### src/rtl/core/pqt_pkg.sv
// shared constants for the paxos learner quorum tracker
// beat layouts, status codes and parameter defaults; no dependencies
package pqt_pkg;

  localparam int DEF_MAX_ACCEPTORS = 8;
  localparam int DEF_BALLOT_BITS   = 32;

  localparam int          ACNT_W     = 4;
  localparam logic [3:0]  ACNT_RESET = 4'd3;

  // input beat: tuser = op, tdata = instance_id, acceptor_id, ballot, is_final
  localparam int IN_TDATA_W = 72;
  localparam int IN_IID_LSB = 0;
  localparam int IN_AID_LSB = 32;
  localparam int IN_BAL_LSB = 35;
  localparam int IN_FIN_BIT = 67;

  // output beat: tuser = status, tdata = closed, current_instance,
  // chosen_acceptor, chosen_ballot
  localparam int OUT_TDATA_W  = 72;
  localparam int OUT_CLS_BIT  = 0;
  localparam int OUT_INST_LSB = 1;
  localparam int OUT_CA_LSB   = 33;
  localparam int OUT_CB_LSB   = 36;
  localparam int OUT_CB_MSB   = 67;

  localparam logic [0:0] OP_ACK   = 1'b0;
  localparam logic [0:0] OP_CLEAR = 1'b1;

  localparam logic [1:0] STAT_STORED  = 2'd0;
  localparam logic [1:0] STAT_CLOSED  = 2'd1;
  localparam logic [1:0] STAT_STALE   = 2'd2;
  localparam logic [1:0] STAT_CLEARED = 2'd3;

endpackage

### src/rtl/core/pqt_ram.sv
// generic single-write, single-read ram with registered read data
// no dependencies; contents are not reset
module pqt_ram #(
  parameter int WIDTH = 33,
  parameter int DEPTH = 8
) (
  input  logic                                   clk,
  input  logic                                   wr_en,
  input  logic [((DEPTH > 1) ? $clog2(DEPTH) : 1)-1:0] wr_addr,
  input  logic [WIDTH-1:0]                       wr_data,
  input  logic [((DEPTH > 1) ? $clog2(DEPTH) : 1)-1:0] rd_addr,
  output logic [WIDTH-1:0]                       rd_data
);

  logic [WIDTH-1:0] mem [DEPTH];
  logic [WIDTH-1:0] rd_data_r;

  always_ff @(posedge clk) begin
    if (wr_en) begin
      mem[wr_addr] <= wr_data;
    end
    rd_data_r <= mem[rd_addr];
  end

  assign rd_data = rd_data_r;

endmodule

### src/rtl/core/paxos_learner_quorum_tracker.sv
// paxos learner quorum tracker: top level with ack table and quorum scan
// depends on pqt_pkg and pqt_ram
//
// Usage:
//   in_* is the ack channel: in_tuser[0] is the op (ack or clear), in_tdata
//   carries instance id, acceptor index, ballot and final flag.
//   out_* returns one result beat per input beat: out_tuser is the status,
//   out_tdata holds closed flag, held instance, chosen acceptor and ballot.
//   cfg_wr_en / cfg_wr_data set the acceptor count; write only while idle.
// Sequence:
//   a clear goes from accept straight to loading the output register. an ack first
//   reads and updates the acceptor's table entry, then scans entries
//   0 .. min(acceptor_count, MAX_ACCEPTORS)-1 through the table ram read
//   port, one entry per cycle, each compared after its registered read,
//   then loads the output register. the scan is skipped when the instance
//   is closed or that minimum is zero, and stops early on a matching final
//   ack. a new beat is taken in the cycle after the result is loaded.
// Reset: table valid bits, instance, ballot and closed latch clear, the
//   acceptor count returns to 3. no clearing pass is needed.
// Stall: the result waits in the output register; the next input beat is
//   still accepted and processed, and waits at its last step until the
//   register frees.
module paxos_learner_quorum_tracker #(
  parameter int MAX_ACCEPTORS = pqt_pkg::DEF_MAX_ACCEPTORS,
  parameter int BALLOT_BITS   = pqt_pkg::DEF_BALLOT_BITS
) (
  input  logic                            clk,
  input  logic                            rst_n,
  input  logic                            in_tvalid,
  output logic                            in_tready,
  // instance_id[31:0], acceptor_id[34:32], ballot[66:35], is_final[67], zero pad
  input  logic [pqt_pkg::IN_TDATA_W-1:0]  in_tdata,
  // op[0]
  input  logic [0:0]                      in_tuser,
  output logic                            out_tvalid,
  input  logic                            out_tready,
  // closed[0], current_instance[32:1], chosen_acceptor[35:33],
  // chosen_ballot[67:36], zero pad
  output logic [pqt_pkg::OUT_TDATA_W-1:0] out_tdata,
  // status[1:0]
  output logic [1:0]                      out_tuser,
  input  logic                            cfg_wr_en,
  input  logic [pqt_pkg::ACNT_W-1:0]      cfg_wr_data
);

  localparam int AW = (MAX_ACCEPTORS > 1) ? $clog2(MAX_ACCEPTORS) : 1;
  localparam int CW = $clog2(MAX_ACCEPTORS + 1);
  localparam int LW = (CW > pqt_pkg::ACNT_W) ? CW : pqt_pkg::ACNT_W;
  localparam int RW = BALLOT_BITS + 1;

  localparam logic [1:0] S_IDLE = 2'd0;
  localparam logic [1:0] S_LOOK = 2'd1;
  localparam logic [1:0] S_SCAN = 2'd2;
  localparam logic [1:0] S_EMIT = 2'd3;

  logic [1:0]                   state_r, state_nxt;
  logic [pqt_pkg::ACNT_W-1:0]   acnt_r, acnt_nxt;
  logic [MAX_ACCEPTORS-1:0]     valid_r, valid_nxt;
  logic [31:0]                  held_r, held_nxt;
  logic [BALLOT_BITS-1:0]       last_r, last_nxt;
  logic                         closed_r, closed_nxt;
  logic [2:0]                   chosen_r, chosen_nxt;

  logic [2:0]                   aid_r, aid_nxt;
  logic [BALLOT_BITS-1:0]       bal_r, bal_nxt;
  logic                         fin_r, fin_nxt;
  logic [1:0]                   status_r, status_nxt;

  logic [AW-1:0]                iss_idx_r, iss_idx_nxt;
  logic                         iss_on_r, iss_on_nxt;
  logic [AW-1:0]                chk_idx_r, chk_idx_nxt;
  logic                         chk_on_r, chk_on_nxt;
  logic [AW-1:0]                lim_m1_r, lim_m1_nxt;
  logic [CW-1:0]                count_r, count_nxt;
  logic [AW-1:0]                pick_r, pick_nxt;

  logic                         out_tvalid_r, out_tvalid_nxt;
  logic [pqt_pkg::OUT_TDATA_W-1:0] out_tdata_r, out_tdata_nxt;
  logic [1:0]                   out_tuser_r, out_tuser_nxt;

  logic                         ram_we;
  logic [AW-1:0]                ram_waddr;
  logic [RW-1:0]                ram_wdata;
  logic [AW-1:0]                ram_raddr;
  logic [RW-1:0]                ram_rdata;
  logic [BALLOT_BITS-1:0]       rd_ballot;
  logic                         rd_final;

  logic                         in_fire;
  logic [2:0]                   in_aid;
  logic [LW-1:0]                acnt_ext;
  logic [LW-1:0]                max_ext;
  logic [LW-1:0]                limit;
  logic [pqt_pkg::ACNT_W-1:0]   need;
  logic [AW-1:0]                aid_a;
  logic                         aid_oob;
  logic                         match;
  logic [CW-1:0]                count_inc;

  pqt_ram #(
    .WIDTH (RW),
    .DEPTH (MAX_ACCEPTORS)
  ) u_table (
    .clk     (clk),
    .wr_en   (ram_we),
    .wr_addr (ram_waddr),
    .wr_data (ram_wdata),
    .rd_addr (ram_raddr),
    .rd_data (ram_rdata)
  );

  assign rd_ballot = ram_rdata[BALLOT_BITS-1:0];
  assign rd_final  = ram_rdata[BALLOT_BITS];

  assign in_tready = (state_r == S_IDLE);
  assign in_fire   = in_tvalid && in_tready;
  assign in_aid    = in_tdata[pqt_pkg::IN_AID_LSB +: 3];

  assign acnt_ext = LW'(acnt_r);
  assign max_ext  = LW'(MAX_ACCEPTORS);
  assign limit    = (acnt_ext < max_ext) ? acnt_ext : max_ext;
  assign need     = (acnt_r >> 1) + pqt_pkg::ACNT_W'(1);

  assign aid_a   = AW'(aid_r);
  assign aid_oob = ({4'b0, aid_r} >= 7'(MAX_ACCEPTORS));

  // scan compare on the entry read last cycle
  assign match     = chk_on_r && valid_r[chk_idx_r] && (rd_ballot == last_r);
  assign count_inc = count_r + CW'(match);

  assign ram_raddr = (state_r == S_IDLE) ? AW'(in_aid) : iss_idx_r;
  assign ram_waddr = aid_a;
  assign ram_wdata = {fin_r, bal_r};

  always_comb begin
    state_nxt      = state_r;
    acnt_nxt       = cfg_wr_en ? cfg_wr_data : acnt_r;
    valid_nxt      = valid_r;
    held_nxt       = held_r;
    last_nxt       = last_r;
    closed_nxt     = closed_r;
    chosen_nxt     = chosen_r;
    aid_nxt        = aid_r;
    bal_nxt        = bal_r;
    fin_nxt        = fin_r;
    status_nxt     = status_r;
    iss_idx_nxt    = iss_idx_r;
    iss_on_nxt     = iss_on_r;
    chk_idx_nxt    = chk_idx_r;
    chk_on_nxt     = chk_on_r;
    lim_m1_nxt     = lim_m1_r;
    count_nxt      = count_r;
    pick_nxt       = pick_r;
    ram_we         = 1'b0;
    out_tvalid_nxt = out_tvalid_r && !out_tready;
    out_tdata_nxt  = out_tdata_r;
    out_tuser_nxt  = out_tuser_r;

    case (state_r)
      S_IDLE: begin
        if (in_fire) begin
          aid_nxt = in_aid;
          bal_nxt = BALLOT_BITS'(in_tdata[pqt_pkg::IN_BAL_LSB +: 32]);
          fin_nxt = in_tdata[pqt_pkg::IN_FIN_BIT];
          if (in_tuser == pqt_pkg::OP_CLEAR) begin
            valid_nxt  = '0;
            held_nxt   = '0;
            last_nxt   = '0;
            closed_nxt = 1'b0;
            chosen_nxt = '0;
            status_nxt = pqt_pkg::STAT_CLEARED;
            state_nxt  = S_EMIT;
          end else begin
            // first ack of an instance adopts its id and ballot
            if (held_r == '0) begin
              held_nxt = in_tdata[pqt_pkg::IN_IID_LSB +: 32];
              last_nxt = BALLOT_BITS'(in_tdata[pqt_pkg::IN_BAL_LSB +: 32]);
            end
            state_nxt = S_LOOK;
          end
        end
      end

      S_LOOK: begin
        if (closed_r) begin
          status_nxt = pqt_pkg::STAT_CLOSED;
        end else if (aid_oob || (valid_r[aid_a] && (rd_ballot >= bal_r))) begin
          status_nxt = pqt_pkg::STAT_STALE;
        end else begin
          ram_we           = 1'b1;
          valid_nxt[aid_a] = 1'b1;
          last_nxt         = bal_r;
          status_nxt       = pqt_pkg::STAT_STORED;
        end
        iss_idx_nxt = '0;
        iss_on_nxt  = 1'b1;
        chk_on_nxt  = 1'b0;
        count_nxt   = '0;
        pick_nxt    = '0;
        lim_m1_nxt  = AW'(limit - LW'(1));
        if (closed_r || (limit == '0)) begin
          state_nxt = S_EMIT;
        end else begin
          state_nxt = S_SCAN;
        end
      end

      S_SCAN: begin
        // issue side: one table read per cycle
        if (iss_on_r) begin
          if (iss_idx_r == lim_m1_r) begin
            iss_on_nxt = 1'b0;
          end else begin
            iss_idx_nxt = iss_idx_r + AW'(1);
          end
        end
        chk_on_nxt  = iss_on_r;
        chk_idx_nxt = iss_idx_r;
        // check side: entry issued last cycle
        if (chk_on_r) begin
          count_nxt = count_inc;
          if (match) begin
            pick_nxt = chk_idx_r;
          end
          if (match && rd_final) begin
            closed_nxt = 1'b1;
            chosen_nxt = 3'(chk_idx_r);
            state_nxt  = S_EMIT;
          end else if (chk_idx_r == lim_m1_r) begin
            if (LW'(count_inc) >= LW'(need)) begin
              closed_nxt = 1'b1;
              chosen_nxt = match ? 3'(chk_idx_r) : 3'(pick_r);
            end
            state_nxt = S_EMIT;
          end
        end
      end

      S_EMIT: begin
        if (!out_tvalid_r || out_tready) begin
          out_tvalid_nxt = 1'b1;
          out_tuser_nxt  = status_r;
          out_tdata_nxt  = '0;
          out_tdata_nxt[pqt_pkg::OUT_CLS_BIT]       = closed_r;
          out_tdata_nxt[pqt_pkg::OUT_INST_LSB +: 32] = held_r;
          out_tdata_nxt[pqt_pkg::OUT_CA_LSB +: 3]   = closed_r ? chosen_r : 3'd0;
          out_tdata_nxt[pqt_pkg::OUT_CB_LSB +: 32]  = closed_r ? 32'(last_r) : 32'd0;
          state_nxt = S_IDLE;
        end
      end

      default: begin
        state_nxt = S_IDLE;
      end
    endcase
  end

  always_ff @(posedge clk) begin
    if (!rst_n) begin
      state_r      <= S_IDLE;
      acnt_r       <= pqt_pkg::ACNT_RESET;
      valid_r      <= '0;
      held_r       <= '0;
      last_r       <= '0;
      closed_r     <= 1'b0;
      chosen_r     <= '0;
      iss_on_r     <= 1'b0;
      chk_on_r     <= 1'b0;
      out_tvalid_r <= 1'b0;
    end else begin
      state_r      <= state_nxt;
      acnt_r       <= acnt_nxt;
      valid_r      <= valid_nxt;
      held_r       <= held_nxt;
      last_r       <= last_nxt;
      closed_r     <= closed_nxt;
      chosen_r     <= chosen_nxt;
      iss_on_r     <= iss_on_nxt;
      chk_on_r     <= chk_on_nxt;
      out_tvalid_r <= out_tvalid_nxt;
    end
  end

  always_ff @(posedge clk) begin
    aid_r       <= aid_nxt;
    bal_r       <= bal_nxt;
    fin_r       <= fin_nxt;
    status_r    <= status_nxt;
    iss_idx_r   <= iss_idx_nxt;
    chk_idx_r   <= chk_idx_nxt;
    lim_m1_r    <= lim_m1_nxt;
    count_r     <= count_nxt;
    pick_r      <= pick_nxt;
    out_tdata_r <= out_tdata_nxt;
    out_tuser_r <= out_tuser_nxt;
  end

  assign out_tvalid = out_tvalid_r;
  assign out_tdata  = out_tdata_r;
  assign out_tuser  = out_tuser_r;

endmodule

### config.mk
export PLATFORM = sky130hd
export DESIGN_NAME = paxos_learner_quorum_tracker
export DESIGN_NICKNAME = d
export VERILOG_FILES = /design/src/rtl/core/pqt_pkg.sv /design/src/rtl/core/pqt_ram.sv /design/src/rtl/core/paxos_learner_quorum_tracker.sv
export SDC_FILE = /design/constraint.sdc
export NUM_CORES = 1
export LEC_CHECK = 0
export BUFFER_PORTS_ARGS = -buffer_cell sky130_fd_sc_hd__buf_2
export CORE_ASPECT_RATIO = 0.8
export CORE_UTILIZATION = 40
export CTS_CLUSTER_SIZE = 14
export DETAILED_ROUTE_END_ITERATION = 8
export GPL_ROUTABILITY_DRIVEN = 0
export GPL_TIMING_DRIVEN = 0
export HOLD_SLACK_MARGIN = 0.02
export PLACE_DENSITY = 0.62
export SYNTH_ARGS = -nofsm -noshare
export SYNTH_HDL_FRONTEND = slang
export SYNTH_SLANG_ARGS = --single-unit
### constraint.sdc
create_clock -name clk -period 5.3 [get_ports clk]
set_input_delay 0.795 -clock clk [delete_from_list [all_inputs] [get_ports clk]]
set_output_delay 0.795 -clock clk [all_outputs]
set_load 0.01 [all_outputs]
==> impl_metrics.py <==
metrics = {
    "status": {
        "status": "finished clean",
    },
    "hold_path": {
        "min_to": "aid_a[1]",
        "whs_path_depth": 1,
        "hold_class": "in -> reg",
        "min-delay-start": "in_tdata[33]",
    },
    "job": {
        "cap_violations": 0,
    },
    "synthesis": {
        "synth_common_cells": "edfxtp_1, dfxtp_1, mux4_2, nor2_1, a21oi_1",
        "syn_area_per_cell_um2": 16.5,
        "synth_cell_types": 51,
        "synth_top_cell_by_area": "edfxtp_1",
        "synthArstFlopShare_pct": 0,
        "ys_warn_count": 0,
        "ys_top_cells_by_area": "edfxtp_1, dfxtp_1, mux4_2",
        "synthesis.area_um2": 19800,
        "yosysTopAreaCellShare_pct": 58.7,
        "ys.flop_type": "edfxtp_1",
        "synth_edf_count": 388,
        "ys_seq_elements": 506,
        "syn_inst": 1200,
        "yosysMostFrequentCell": "edfxtp_1",
        "ys_seq_area_share_pct": 70.6,
    },
    "pwr": {
        "combPwrFrac_pct": 31.7,
        "p_clk_share_pct": 26.6,
        "switching_share_pct": 33.2,
        "peakVddDrop_v": 0.000275,
        "internal-power_uw": 9070,
        "power_density_nw_per_um2": 581,
        "p_switching_uw": 4510,
        "p_seq_share_pct": 41.7,
        "p_leak_uw": 0.00840,
    },
    "final_layout": {
        "final_net_count": 1546,
        "final_area_um2": 23400,
        "n_fill_cell": 4165,
        "regArea_um2": 14000,
        "multi_input_area_um2": 5430,
        "drive_gt1_share_pct": 26.1,
        "areaGrowthSynthToFinish_pct": 17.9,
    },
    "floorplanning": {
        "fp.dieW_um": 251,
        "die_h_um": 201,
        "start_util_pct": 40.8,
        "num_rows": 72,
        "core_area_um2": 48600,
        "io_pins": 158,
        "dieArea_um2": 50500,
    },
    "route": {
        "route.detailed.drc": 0,
        "drt_iter0_drc": 1080,
        "wire_per_inst_um": 23.2,
        "detail-route-antenna-nets": 0,
        "wirelength_mm": 48.6,
        "viasPerCell": 5.38,
        "drt_pass1_iterations": 5,
        "vias": 11246,
    },
    "global_routing": {
        "grt_start_max_net_pins": 29,
        "first_global_vias": 11563,
        "grt_pass1_wl_mm": 72.3,
        "antenna_found_initial": 6,
        "grt_usage_pct": 19.4,
        "grt-ovfl-total": 0,
    },
    "setup_path": {
        "cp.arrival_ps": 4320,
        "crit_required_ps": 5570,
        "crit_type": "reg -> reg",
        "reg2reg_from": "bal_r[0]",
        "critPathCaptureType": "flop",
        "timing.rr.end": "u_table.mem[0][3]",
        "reg2reg_slack_ps": 1250,
        "startpoint_type": "flop",
        "worstPathMaxFanout": 10,
        "rr_worst_depth": 9,
    },
    "timing": {
        "tightestPinTransition_ps": 1040,
        "slew_headroom_pct": 30.0,
        "slew_violations": 0,
        "finalCritPeriodShare_pct": 76.4,
        "max_freq_mhz": 247,
        "rsz0062_at_grt": "false",
        "layout_min_cycle_time_ps": 4050,
        "skew_ps": 29.7,
        "finalHoldViolations": 0,
        "hold_slack_ps": 396,
        "finalSetupTns_ps": 0,
        "setup_viol": 0,
    },
    "clock_tree": {
        "holdBufCountCts": 0,
        "postCtsSetupRepairBufs": 0,
        "clock_latency_ps": 590,
        "path_clk_slew_ps": 70,
        "htreeDepth": 2,
        "cts_root_buf": "clkbuf_16",
        "cts_resized": 0,
        "cts_made_buffers": 50,
        "tritoncts": "yes",
        "cts_num_sinks": 506,
        "clk_path_buf_depth": 3,
    },
    "placement": {
        "placed_cell_area_um2": 21700,
        "hpwl_mm": 33.2,
        "numPortBuffers": 147,
    },
}
layout by cell type, fill, tap and decap left out, drive strengths merged, types with 15 or more instances in the layout:
master and count:
nor4 17, inv 50, xor2 36, a221oi 36, clkbuf 108, a22oi 32, clkinv 15, a21oi 49
buf 185, mux2 34, o21a 32, mux4 70, nand2 30, o21ai 17, edfxtp 388, ha 45
and2 42, nor2 51, dfxtp 118
power groups by stage:
stage / clock [uW] / combinational (uW) / sequential (uW)
floorplan: 0 / 2940 / 5600
global placement: 0 / 4140 / 5740
detailed placement: 0 / 4290 / 5730
CTS: 3680 / 4320 / 5660
global route: 3830 / 4710 / 5740
finish: 3620 / 4300 / 5660
routing by layer:
metal / share of wire (%) / global-route usage [%]
met5: 0.031 / 0
met4: 2.2 / 5.84
met3: 6.0 / 3.86
met2: 47 / 30.7
met1: 45 / 27.2
layout make-up:
class                           count  area share, %
Tap cell                          629           3.37
Clock inverter                     25           1.24
Buffer                             63           1.20
Timing Repair Buffer              164           4.33
Multi-Input combinational cell    585           23.2
Inverter                           49          0.786
Clock buffer                       66           5.91
Antenna cell                        2         0.0214
Sequential cell                   506           59.9
cell families after synthesis:
family	share of synthesized area [%]
other	0.0189
muxes	10.5
xor gates and xnor gates	1.90
and+or+nand+nor	5.16
AOI/OAI and AO/OA	6.62
buffers and inverters	2.34
adders and majority gates	2.84
DFF	70.6
how the worst max path moves through the flow:
stage,startpoint,endpoint,slack (ps),depth (start not counted)
6_report,bal_r[0],u_table.mem[0][3],1250,9
5_1_grt,last_r[23],chosen_r[2],1170,15
4_1_cts,bal_r[0],u_table.mem[0][3],1280,9
3_5_place_dp,bal_r[0],u_table.mem[6][9],1300,8
3_3_place_gp,bal_r[0],u_table.mem[0][8],-2790,7
2_1_floorplan,bal_r[0],u_table.mem[4][0],390,7
worst max-delay path, stage by stage (launching register included):
cell and delay (ps):
edfxtp_1 530, ha_1 340, nand2b_1 140, a2111o_1 410
a311oi_1 460, a21oi_1 300, or4_4 630, nor3_2 530
buf_6 230, buf_6 180
registers in the layout (all words and copies together) (netlist names), 3 cells and up:
register,cells
iss_idx_r,3
count_r,4
out_tdata,68
pick_r,3
u_table.rd_data,33
chosen_r,3
aid_a,3
acnt_ext,4
valid_r,8
chk_idx_r,3
last_r,32
held_r,32
bal_r,32
u_table.mem,264
lim_m1_r,3
per-stage QoR:
| stage | setup slack, ps | total power [uW] | std cells | util, % |
|---|---|---|---|---|
| 3_3_place_gp | -2790 | 9880 | 1979 | 43.9 |
| 4_1_cts | 1280 | 13700 | 2087 | 48.1 |
| 5_1_grt | 1170 | 14300 | 2089 | 48.1 |
| 3_5_place_dp | 1300 | 10000 | 1996 | 44.6 |
| 6_report | 1250 | 13600 | 2089 | 48.1 |
| 2_1_floorplan | 392 | 8540 | 1203 | - |
No activity file was read; power rests on OpenSTA's default activity.
